<file path="src/rtl/dfq_pkg.sv">
// Shared types and constants for the deduplicating job queue.
// Depends on nothing; imported by dfq_cell and dedup_fifo_with_keyed_remove.
package dfq_pkg;

	// Fixed widths of the external fields.
	localparam int unsigned FIELD_W  = 32;
	localparam int unsigned CAP_W    = 5;
	localparam int unsigned DEPTH_W  = 5;
	localparam int unsigned STATUS_W = 2;

	// Capacity register value after reset.
	localparam logic [CAP_W-1:0] CAP_RESET = 5'd16;

	// Operation codes.
	typedef enum logic [1:0] {
		KIND_ENQ = 2'd0,
		KIND_DEQ = 2'd1,
		KIND_REM = 2'd2,
		KIND_HAS = 2'd3
	} kind_t;

	// Enqueue status codes.
	localparam logic [STATUS_W-1:0] ST_OK      = 2'd0;
	localparam logic [STATUS_W-1:0] ST_INVALID = 2'd1;
	localparam logic [STATUS_W-1:0] ST_FULL    = 2'd2;

	// Per-transaction control broadcast to every cell.
	typedef struct packed {
		logic remove_en;
		logic load_en;
	} cell_ctl_t;

endpackage

</file>
<file path="src/rtl/dfq_cell.sv">
// One storage cell of the queue chain: a valid bit, a key and a payload.
// Depends on dfq_pkg; instantiated in a row by dedup_fifo_with_keyed_remove.
module dfq_cell
	import dfq_pkg::*;
#(
	parameter int unsigned KEY_BITS     = 32,
	parameter int unsigned PAYLOAD_BITS = 32
) (
	input  logic                    clk,
	input  logic                    arst_n,
	input  cell_ctl_t               ctl,
	input  logic [KEY_BITS-1:0]     cmp_key,
	input  logic [PAYLOAD_BITS-1:0] new_payload,
	input  logic                    lo_valid,
	input  logic                    hi_valid,
	input  logic [KEY_BITS-1:0]     hi_key,
	input  logic [PAYLOAD_BITS-1:0] hi_payload,
	input  logic                    del_in,
	output logic                    del_out,
	output logic                    match,
	output logic                    valid,
	output logic [KEY_BITS-1:0]     key,
	output logic [PAYLOAD_BITS-1:0] payload
);

	logic                    valid_q;
	logic [KEY_BITS-1:0]     key_q;
	logic [PAYLOAD_BITS-1:0] payload_q;
	logic                    load;

	// A valid cell compares its key with the broadcast key.
	assign match = valid_q && (key_q == cmp_key);

	// Once a deletion point is at or below this cell, this cell takes its upper neighbour.
	assign del_out = del_in || (ctl.remove_en && match);

	// Only the lowest empty cell accepts a new entry.
	assign load = ctl.load_en && !valid_q && lo_valid;

	// The valid bit is control state and is cleared by reset.
	always_ff @(posedge clk or negedge arst_n) begin
		if (!arst_n) begin
			valid_q <= 1'b0;
		end else if (del_out) begin
			valid_q <= hi_valid;
		end else if (load) begin
			valid_q <= 1'b1;
		end
	end

	// Key and payload need no reset; they are only read while valid.
	always_ff @(posedge clk) begin
		if (del_out) begin
			key_q     <= hi_key;
			payload_q <= hi_payload;
		end else if (load) begin
			key_q     <= cmp_key;
			payload_q <= new_payload;
		end
	end

	assign valid   = valid_q;
	assign key     = key_q;
	assign payload = payload_q;

endmodule

</file>
<file path="src/rtl/dedup_fifo_with_keyed_remove.sv">
// Deduplicating, order-preserving job queue with keyed remove, built as a chain of cells.
// A job passes the input stage, then the result registers, which also drive done.
// One job per cycle unless busy; every cell compares and shifts in the same cycle.
// Reset: the queue empties and the capacity returns to 16; busy is high for one cycle only.
// The receiver cannot stall; done is high for one cycle per result.
// Depends on dfq_pkg and dfq_cell.
module dedup_fifo_with_keyed_remove
	import dfq_pkg::*;
#(
	parameter int unsigned QUEUE_DEPTH  = 16,
	parameter int unsigned KEY_BITS     = 32,
	parameter int unsigned PAYLOAD_BITS = 32
) (
	input  logic                clk,
	input  logic                arst_n,
	input  logic                start,
	output logic                busy,
	input  logic [1:0]          kind,
	input  logic [FIELD_W-1:0]  job_key,
	input  logic [FIELD_W-1:0]  job_payload,
	input  logic                cap_we,
	input  logic [CAP_W-1:0]    cap_wdata,
	output logic                done,
	output logic [STATUS_W-1:0] status,
	output logic                created,
	output logic                found,
	output logic [FIELD_W-1:0]  out_key,
	output logic [FIELD_W-1:0]  out_payload,
	output logic [DEPTH_W-1:0]  queue_depth
);

	localparam int unsigned CNT_W = $clog2(QUEUE_DEPTH + 1);
	localparam int unsigned CMP_W = (CNT_W > CAP_W) ? CNT_W : CAP_W;

	// Input stage.
	logic                    vld_s1;
	kind_t                   kind_s1;
	logic [KEY_BITS-1:0]     key_s1;
	logic [PAYLOAD_BITS-1:0] payload_s1;

	// Control state.
	logic             busy_q;
	logic [CAP_W-1:0] cap_q;
	logic [CNT_W-1:0] count_q;
	logic [CNT_W-1:0] count_d;

	// Result registers.
	logic                done_q;
	logic [STATUS_W-1:0] status_q, status_d;
	logic                created_q, created_d;
	logic                found_q, found_d;
	logic [FIELD_W-1:0]  out_key_q, out_key_d;
	logic [FIELD_W-1:0]  out_payload_q, out_payload_d;

	// Cell chain signals.
	cell_ctl_t               ctl;
	logic [QUEUE_DEPTH:0]    del_chain;
	logic [QUEUE_DEPTH-1:0]  match_vec;
	logic [QUEUE_DEPTH-1:0]  valid_vec;
	logic [KEY_BITS-1:0]     cell_key [QUEUE_DEPTH];
	logic [PAYLOAD_BITS-1:0] cell_payload [QUEUE_DEPTH];

	// Decode signals.
	logic             accept;
	logic             key_zero;
	logic             hit;
	logic             full;
	logic [CMP_W-1:0] cap_ext;
	logic [CMP_W-1:0] cap_eff;

	assign accept = start && !busy_q;
	assign busy   = busy_q;

	// Busy is held for the first cycle after reset only.
	always_ff @(posedge clk or negedge arst_n) begin
		if (!arst_n) begin
			busy_q <= 1'b1;
		end else begin
			busy_q <= 1'b0;
		end
	end

	// Capacity register.
	always_ff @(posedge clk or negedge arst_n) begin
		if (!arst_n) begin
			cap_q <= CAP_RESET;
		end else if (cap_we) begin
			cap_q <= cap_wdata;
		end
	end

	// Capture an accepted transaction.
	always_ff @(posedge clk or negedge arst_n) begin
		if (!arst_n) begin
			vld_s1 <= 1'b0;
		end else begin
			vld_s1 <= accept;
		end
	end

	always_ff @(posedge clk) begin
		if (accept) begin
			kind_s1    <= kind_t'(kind);
			key_s1     <= KEY_BITS'(job_key);
			payload_s1 <= PAYLOAD_BITS'(job_payload);
		end
	end

	// Operation decode against the current contents of the chain.
	assign key_zero = (key_s1 == '0);
	assign hit      = |match_vec;
	assign cap_ext  = CMP_W'(cap_q);
	assign cap_eff  = (cap_ext > CMP_W'(QUEUE_DEPTH)) ? CMP_W'(QUEUE_DEPTH) : cap_ext;
	assign full     = (CMP_W'(count_q) >= cap_eff);

	always_comb begin
		ctl.remove_en = vld_s1 && (kind_s1 == KIND_REM);
		ctl.load_en   = vld_s1 && (kind_s1 == KIND_ENQ) && !key_zero && !hit && !full;
	end

	// Dequeue deletes at the bottom of the chain; remove is seeded by the matching cell.
	assign del_chain[0] = vld_s1 && (kind_s1 == KIND_DEQ) && valid_vec[0];

	// The row of cells.
	for (genvar i = 0; i < QUEUE_DEPTH; i++) begin : g_cell
		logic                    lo_valid;
		logic                    hi_valid;
		logic [KEY_BITS-1:0]     hi_key;
		logic [PAYLOAD_BITS-1:0] hi_payload;

		if (i == 0) begin : g_lo_first
			assign lo_valid = 1'b1;
		end else begin : g_lo_rest
			assign lo_valid = valid_vec[i-1];
		end

		if (i == QUEUE_DEPTH - 1) begin : g_hi_last
			assign hi_valid   = 1'b0;
			assign hi_key     = '0;
			assign hi_payload = '0;
		end else begin : g_hi_rest
			assign hi_valid   = valid_vec[i+1];
			assign hi_key     = cell_key[i+1];
			assign hi_payload = cell_payload[i+1];
		end

		dfq_cell #(
			.KEY_BITS     (KEY_BITS),
			.PAYLOAD_BITS (PAYLOAD_BITS)
		) u_cell (
			.clk         (clk),
			.arst_n      (arst_n),
			.ctl         (ctl),
			.cmp_key     (key_s1),
			.new_payload (payload_s1),
			.lo_valid    (lo_valid),
			.hi_valid    (hi_valid),
			.hi_key      (hi_key),
			.hi_payload  (hi_payload),
			.del_in      (del_chain[i]),
			.del_out     (del_chain[i+1]),
			.match       (match_vec[i]),
			.valid       (valid_vec[i]),
			.key         (cell_key[i]),
			.payload     (cell_payload[i])
		);
	end

	// Result fields and the next entry count.
	always_comb begin
		status_d      = ST_OK;
		created_d     = 1'b0;
		found_d       = 1'b0;
		out_key_d     = '0;
		out_payload_d = '0;
		count_d       = count_q;
		case (kind_s1)
			KIND_ENQ: begin
				if (key_zero) begin
					status_d = ST_INVALID;
				end else if (hit) begin
					status_d = ST_OK;
				end else if (full) begin
					status_d = ST_FULL;
				end else begin
					created_d = 1'b1;
					count_d   = count_q + CNT_W'(1);
				end
			end
			KIND_DEQ: begin
				if (valid_vec[0]) begin
					found_d       = 1'b1;
					out_key_d     = FIELD_W'(cell_key[0]);
					out_payload_d = FIELD_W'(cell_payload[0]);
					count_d       = count_q - CNT_W'(1);
				end
			end
			KIND_REM: begin
				if (hit) begin
					found_d = 1'b1;
					count_d = count_q - CNT_W'(1);
				end
			end
			KIND_HAS: begin
				found_d = hit;
			end
			default: begin
				found_d = 1'b0;
			end
		endcase
	end

	// Entry count and result strobe.
	always_ff @(posedge clk or negedge arst_n) begin
		if (!arst_n) begin
			count_q <= '0;
			done_q  <= 1'b0;
		end else begin
			done_q <= vld_s1;
			if (vld_s1) begin
				count_q <= count_d;
			end
		end
	end

	// Result payload registers.
	always_ff @(posedge clk) begin
		if (vld_s1) begin
			status_q      <= status_d;
			created_q     <= created_d;
			found_q       <= found_d;
			out_key_q     <= out_key_d;
			out_payload_q <= out_payload_d;
		end
	end

	assign done        = done_q;
	assign status      = status_q;
	assign created     = created_q;
	assign found       = found_q;
	assign out_key     = out_key_q;
	assign out_payload = out_payload_q;
	assign queue_depth = DEPTH_W'(count_q);

	// Occupied cells always form a solid block from the bottom of the chain.
	a_valid_packed: assert property (@(posedge clk) disable iff (!arst_n)
		((valid_vec >> 1) & ~valid_vec) == '0)
		else $error("queue cells are not packed at the bottom");

	// The entry count agrees with the number of occupied cells.
	a_count_matches: assert property (@(posedge clk) disable iff (!arst_n)
		$countones(valid_vec) == 32'(count_q))
		else $error("entry count disagrees with occupied cells");

	// Since keys are unique, at most one cell matches any key.
	a_single_match: assert property (@(posedge clk) disable iff (!arst_n)
		$onehot0(match_vec))
		else $error("more than one cell holds the same key");

	// A result strobe follows in the cycle after a transaction is processed.
	a_done_follows: assert property (@(posedge clk) disable iff (!arst_n)
		vld_s1 |=> done)
		else $error("result strobe missing after a processed transaction");

	// A newly created entry always reports a good status.
	a_created_ok: assert property (@(posedge clk) disable iff (!arst_n)
		(done && created) |-> (status == ST_OK))
		else $error("created entry reported with a failing status");

endmodule
</file>
<file path="config.mk">
export PLATFORM = sky130hd
export DESIGN_NAME = dedup_fifo_with_keyed_remove
export DESIGN_NICKNAME = d
export VERILOG_FILES = /design/src/rtl/dfq_pkg.sv /design/src/rtl/dfq_cell.sv /design/src/rtl/dedup_fifo_with_keyed_remove.sv
export SDC_FILE = /design/constraint.sdc
export NUM_CORES = 2
export LEC_CHECK = 0
export ABC_CLOCK_PERIOD_IN_PS = 16840
export BUFFER_PORTS_ARGS = -buffer_cell sky130_fd_sc_hd__buf_2
export CAP_MARGIN = 20
export CORE_MARGIN = 8
export CORE_UTILIZATION = 50
export DETAILED_ROUTE_END_ITERATION = 10
export HOLD_SLACK_MARGIN = 0.06
export PLACE_DENSITY = 0.77
export SYNTH_ARGS = -nofsm -noshare
export SYNTH_HDL_FRONTEND = slang
export SYNTH_SLANG_ARGS = --single-unit
</file>
<file path="constraint.sdc">
create_clock -name clk -period 16.84 [get_ports clk]
set_input_delay 3.368 -clock clk [delete_from_list [all_inputs] [get_ports clk]]
set_output_delay 3.368 -clock clk [all_outputs]
set_load 0.005 [all_outputs]
</file>
==> metrics list <==
- The final route contains about 30000 vias.
- For this run, design rule violations remaining after detail routing come to 0.
- Vias per inst: around 5.7
- Leakage: between 0.02 and 0.025 µW
- The worst path uses about 32% of the clock period.
- Final Non-Filler Cells: about 5300
- The routed design could run at a clock period as short as 5.47 ns.
* First-pass GRT wire length: 191000 µm
- The tool flagged a number of max-cap violations equal to 0.
- STA classifies the critical path startpoint as a flop.
- Worst min-delay path category: flop to flop
- Routed wire per std cell: between 20 and 25 µm
* Final count of negative-setup-slack endpoints: 0
- In this run, post-CTS hold repair placed 0 buffers.
- Setup repair after global routing left no endpoint under its margin.
* Number of clock sinks: 1187
* CTS tree: yes
- Data on the critical path arrives at its endpoint at 5.79 ns.
- Antenna violations before repair: 3
* Total negative setup slack: 0 ns
* Critical-path cell with the highest stage delay: buf_4
* Number of flops mapped to enable cells by yosys: about 1100
- Post-CTS setup buffer count: 0
* Area post-placement: between 50000 and 60000 µm²
- The post-route netlist has 30.5% of its cells at a drive strength greater than 1.
* Detailed placer's ending HPWL: about 81000 µm
- In this run, synthesis produced a sequential element count of 1187.
* Critical path class: flop to flop
- The worst-case IR drop observed on VDD is between 0.08 and 0.09 mV.
- Most frequent cell on the critical path: buf_4
* Number of hold violations in the final report: 0
- Summing every instance area after synthesis gives ~56000 µm².
* Clock slew seen by the registers of the worst setup and hold paths: approximately 0.06 ns
- Worst-case headroom to the max-slew limit: approximately 25%
- Total wire length after detailed routing: 126000 µm
- The layout has between 8000 and 9000 filler cells.
* Total CTS buffers: roughly 120
- Port buffering added about 150 buffers.
- Data required time of the critical path: 17.16 ns
- Count of buffering cells on the critical path with inverters included: 4
* Maximum clock frequency: 0.183 GHz
- Entering global routing, the biggest net connects around 70 pins.
* Effective utilization at floorplan: between 50% and 60%
- Most common cell after layout, fill and taps aside: edfxtp_1
- Number of global-route vias before repair: between 30000 and 40000
- Starting DRC count in detailed routing: approximately 2400
- Syn Nets: approximately 3800
* Pre-CTS setup slack: about 11 ns
- In the final layout, flip-flops and latches occupy between 30000 and 40000 µm².
- Relative to the synthesized area, the layout overhead comes to 9.41%.
* Mean instance size in the synthesized netlist: 15.3 µm²
- Run status: completed
- The worst setup path is captured at a flop.
* Number of pins with negative max-slew slack in the final report: 0
- Of the synthesized area, sequential elements account for 62.0%.
- Clock tree synthesis selected as its root buffer the cell clkbuf_16.
- The cell family contributing the most delay on the critical path is buffers and inverters.
- For the pin with the worst max-slew slack, the measured transition is 1.12 ns.
- Synthesized instance count: roughly 3700
- Measured along the x axis, the die boundary spans approximately 350 µm.
- Post-synthesis cell type count: between 50 and 60
- In the synthesized netlist the async set-or-reset flop fraction comes to around 2.4%.
- Counting tap cells, the placed design contains a total of 5080 instances.
- The clock passes through at most 3 buffers.
- The most used flip-flop cell after synthesis is edfxtp_1.
- Post-CTS repair changed the size of 0 cells.
* Final antenna-violating net count: 0
* Power density over the cells: roughly 110 nW/µm²
- Setup slack closes at 11.37 ns.
- Htree depth: 3
- At the later pin of the worst-skew pair, clock insertion delay measures about 0.7 ns.
* Multi-input gate area: slightly below 20000 µm²
* Most frequent cells in the layout: edfxtp_1, mux2_2, xor2_1
- Setup slack on the worst reg-to-reg path comes out at between 10 and 15 ns.
- Standard-cell row count: about 120
- Final Cell Area: between 60000 and 70000 µm²
- Sequence of cells on the critical path: buf_4 -> xor2_1 -> nor4_1 -> nand4_1 -> or4_4 -> nand4_4 -> a211oi_4 -> buf_4 -> o21ai_4 -> buf_4 -> o21bai_4 -> buf_4
- Critical path's largest stage delay: 0.76 ns
- Along the worst path, the maximum fanout reaches 68.
- For this run, the total global-route usage over all layers was measured as around 20%.
- Total Die Area: 123000 µm²
- During synthesis, Yosys emitted a total of 0 warnings.
* Final core utilization: 54.9%
* Final weighted congestion in routability-driven placement: 0.881
* Overflow left after global routing: 0
* Count of TritonRoute iterations in the first routing pass: 6
- The die is between 300 and 400 µm tall.
* Nets: ~3800
- Number of top-level pins: 150
- Setup skew after layout: approximately 0.025 ns
* Area of the core region: 112000 µm²
routing by layer:
metal,up-vias,GRT usage (%),part of all wire [%]
met5,-,0,0.010
met4,2,7.52,3.8
met3,243,2.90,6.1
met2,992,33.2,48
met1,15164,26.8,42
li1,13594,-,-
through the flow:
stage / power (µW) / hold slack (ns)
after floorplan: 4220 / 0.456
after global placement: 4430 / 0.469
after detailed placement: 4460 / 0.482
after CTS: 7040 / 0.498
after global routing: 7230 / 0.518
final: 7000 / 0.495
layout make-up:
class,instances,area share (%)
Antenna cell,1,0.00407
Multi-Input combinational cell,2162,31.9
Inverter,13,0.0794
Clock buffer,156,5.13
Tap cell,1500,3.05
Timing Repair Buffer,219,2.10
Clock inverter,67,1.06
Sequential cell,1187,56.7
cells in the mapped netlist, types with 3 or more instances:
cell      number  area (µm²)
edfxtp_1    1094       32900
or4_1          4        30.0
a21oi_1       25         125
nor4_1        94         588
mux2i_1       65         651
nand2_1      227         852
buf_2         62         310
o21ai_2        3        26.3
nand4_1       51         319
buf_4         74         556
and3_1        64         400
ha_1          12         150
o21bai_1       8        60.1
inv_1         13        48.8
mux2_4       100        1500
dfxtp_1       64        1280
xnor2_1      159        1390
clkbuf_1      99         372
a211oi_1       3        22.5
xor2_1       358        3140
a21o_1         4        30.0
nand3_1       26         130
o21ai_0       16        80.1
or4_4          3        33.8
mux2_1       178        2000
nor2_1        82         308
dfrtp_1       27         676
buf_1          4        15.0
or3_1          5        31.3
nor3_1        17        85.1
mux2_2       625        7040
a21oi_2        3        26.3
buf_6         65         732
worst paths after layout:
check | cells after the start | from | endpoint
worst max-delay path | 12 | key_s1[24] | g_cell[6].u_cell.payload[2]
worst min-delay path | 2 | g_cell[15].u_cell.payload[0] | g_cell[15].u_cell.payload[0]
worst max register to register | 12 | key_s1[24] | g_cell[6].u_cell.payload[2]
worst min register to register | 2 | g_cell[15].u_cell.payload[0] | g_cell[15].u_cell.payload[0]
max in group asynchronous | 1 | arst_n | vld_s1
min in group asynchronous | 1 | arst_n | g_cell[3].u_cell.valid
sequential cells by signal, summed over array words and instances, names as in the netlist, 2 cells and up:
signal,flops
cap_ext,5
kind_s1,2
g_cell.u_cell.valid,16
g_cell.u_cell.payload,512
status,2
queue_depth,5
key_s1,32
payload_s1,32
out_payload,32
out_key,32
g_cell.u_cell.key,512
cells by family (layout without fill, tap and decap cells):
kind of cell,Yosys count,count (layout),share of synthesized area [%]
xor gates and xnor gates,517,517,8.06
DFF,1187,1187,62.0
other,1,2,0.00667
adders and majority gates,13,13,0.303
buffers and inverters,318,455,3.64
and+or+nand+nor,589,589,5.20
muxes,968,968,19.9
AOI/OAI and AO/OA,74,74,0.831
power by group:
| group | total (µW) | internal, µW | switching, µW |
|---|---|---|---|
| sequential | 3660 | 3490 | 169 |
| combinational | 744 | 316 | 428 |
| clock | 2600 | 1470 | 1120 |
tightest hold or removal path: cells and delay by family (launching register included):
family | cells | cell delay (ns)
flops | 1 | 0.32
mux | 1 | 0.06
simple gates | 1 | 0.07
No activity file was read; power rests on OpenSTA's default activity.
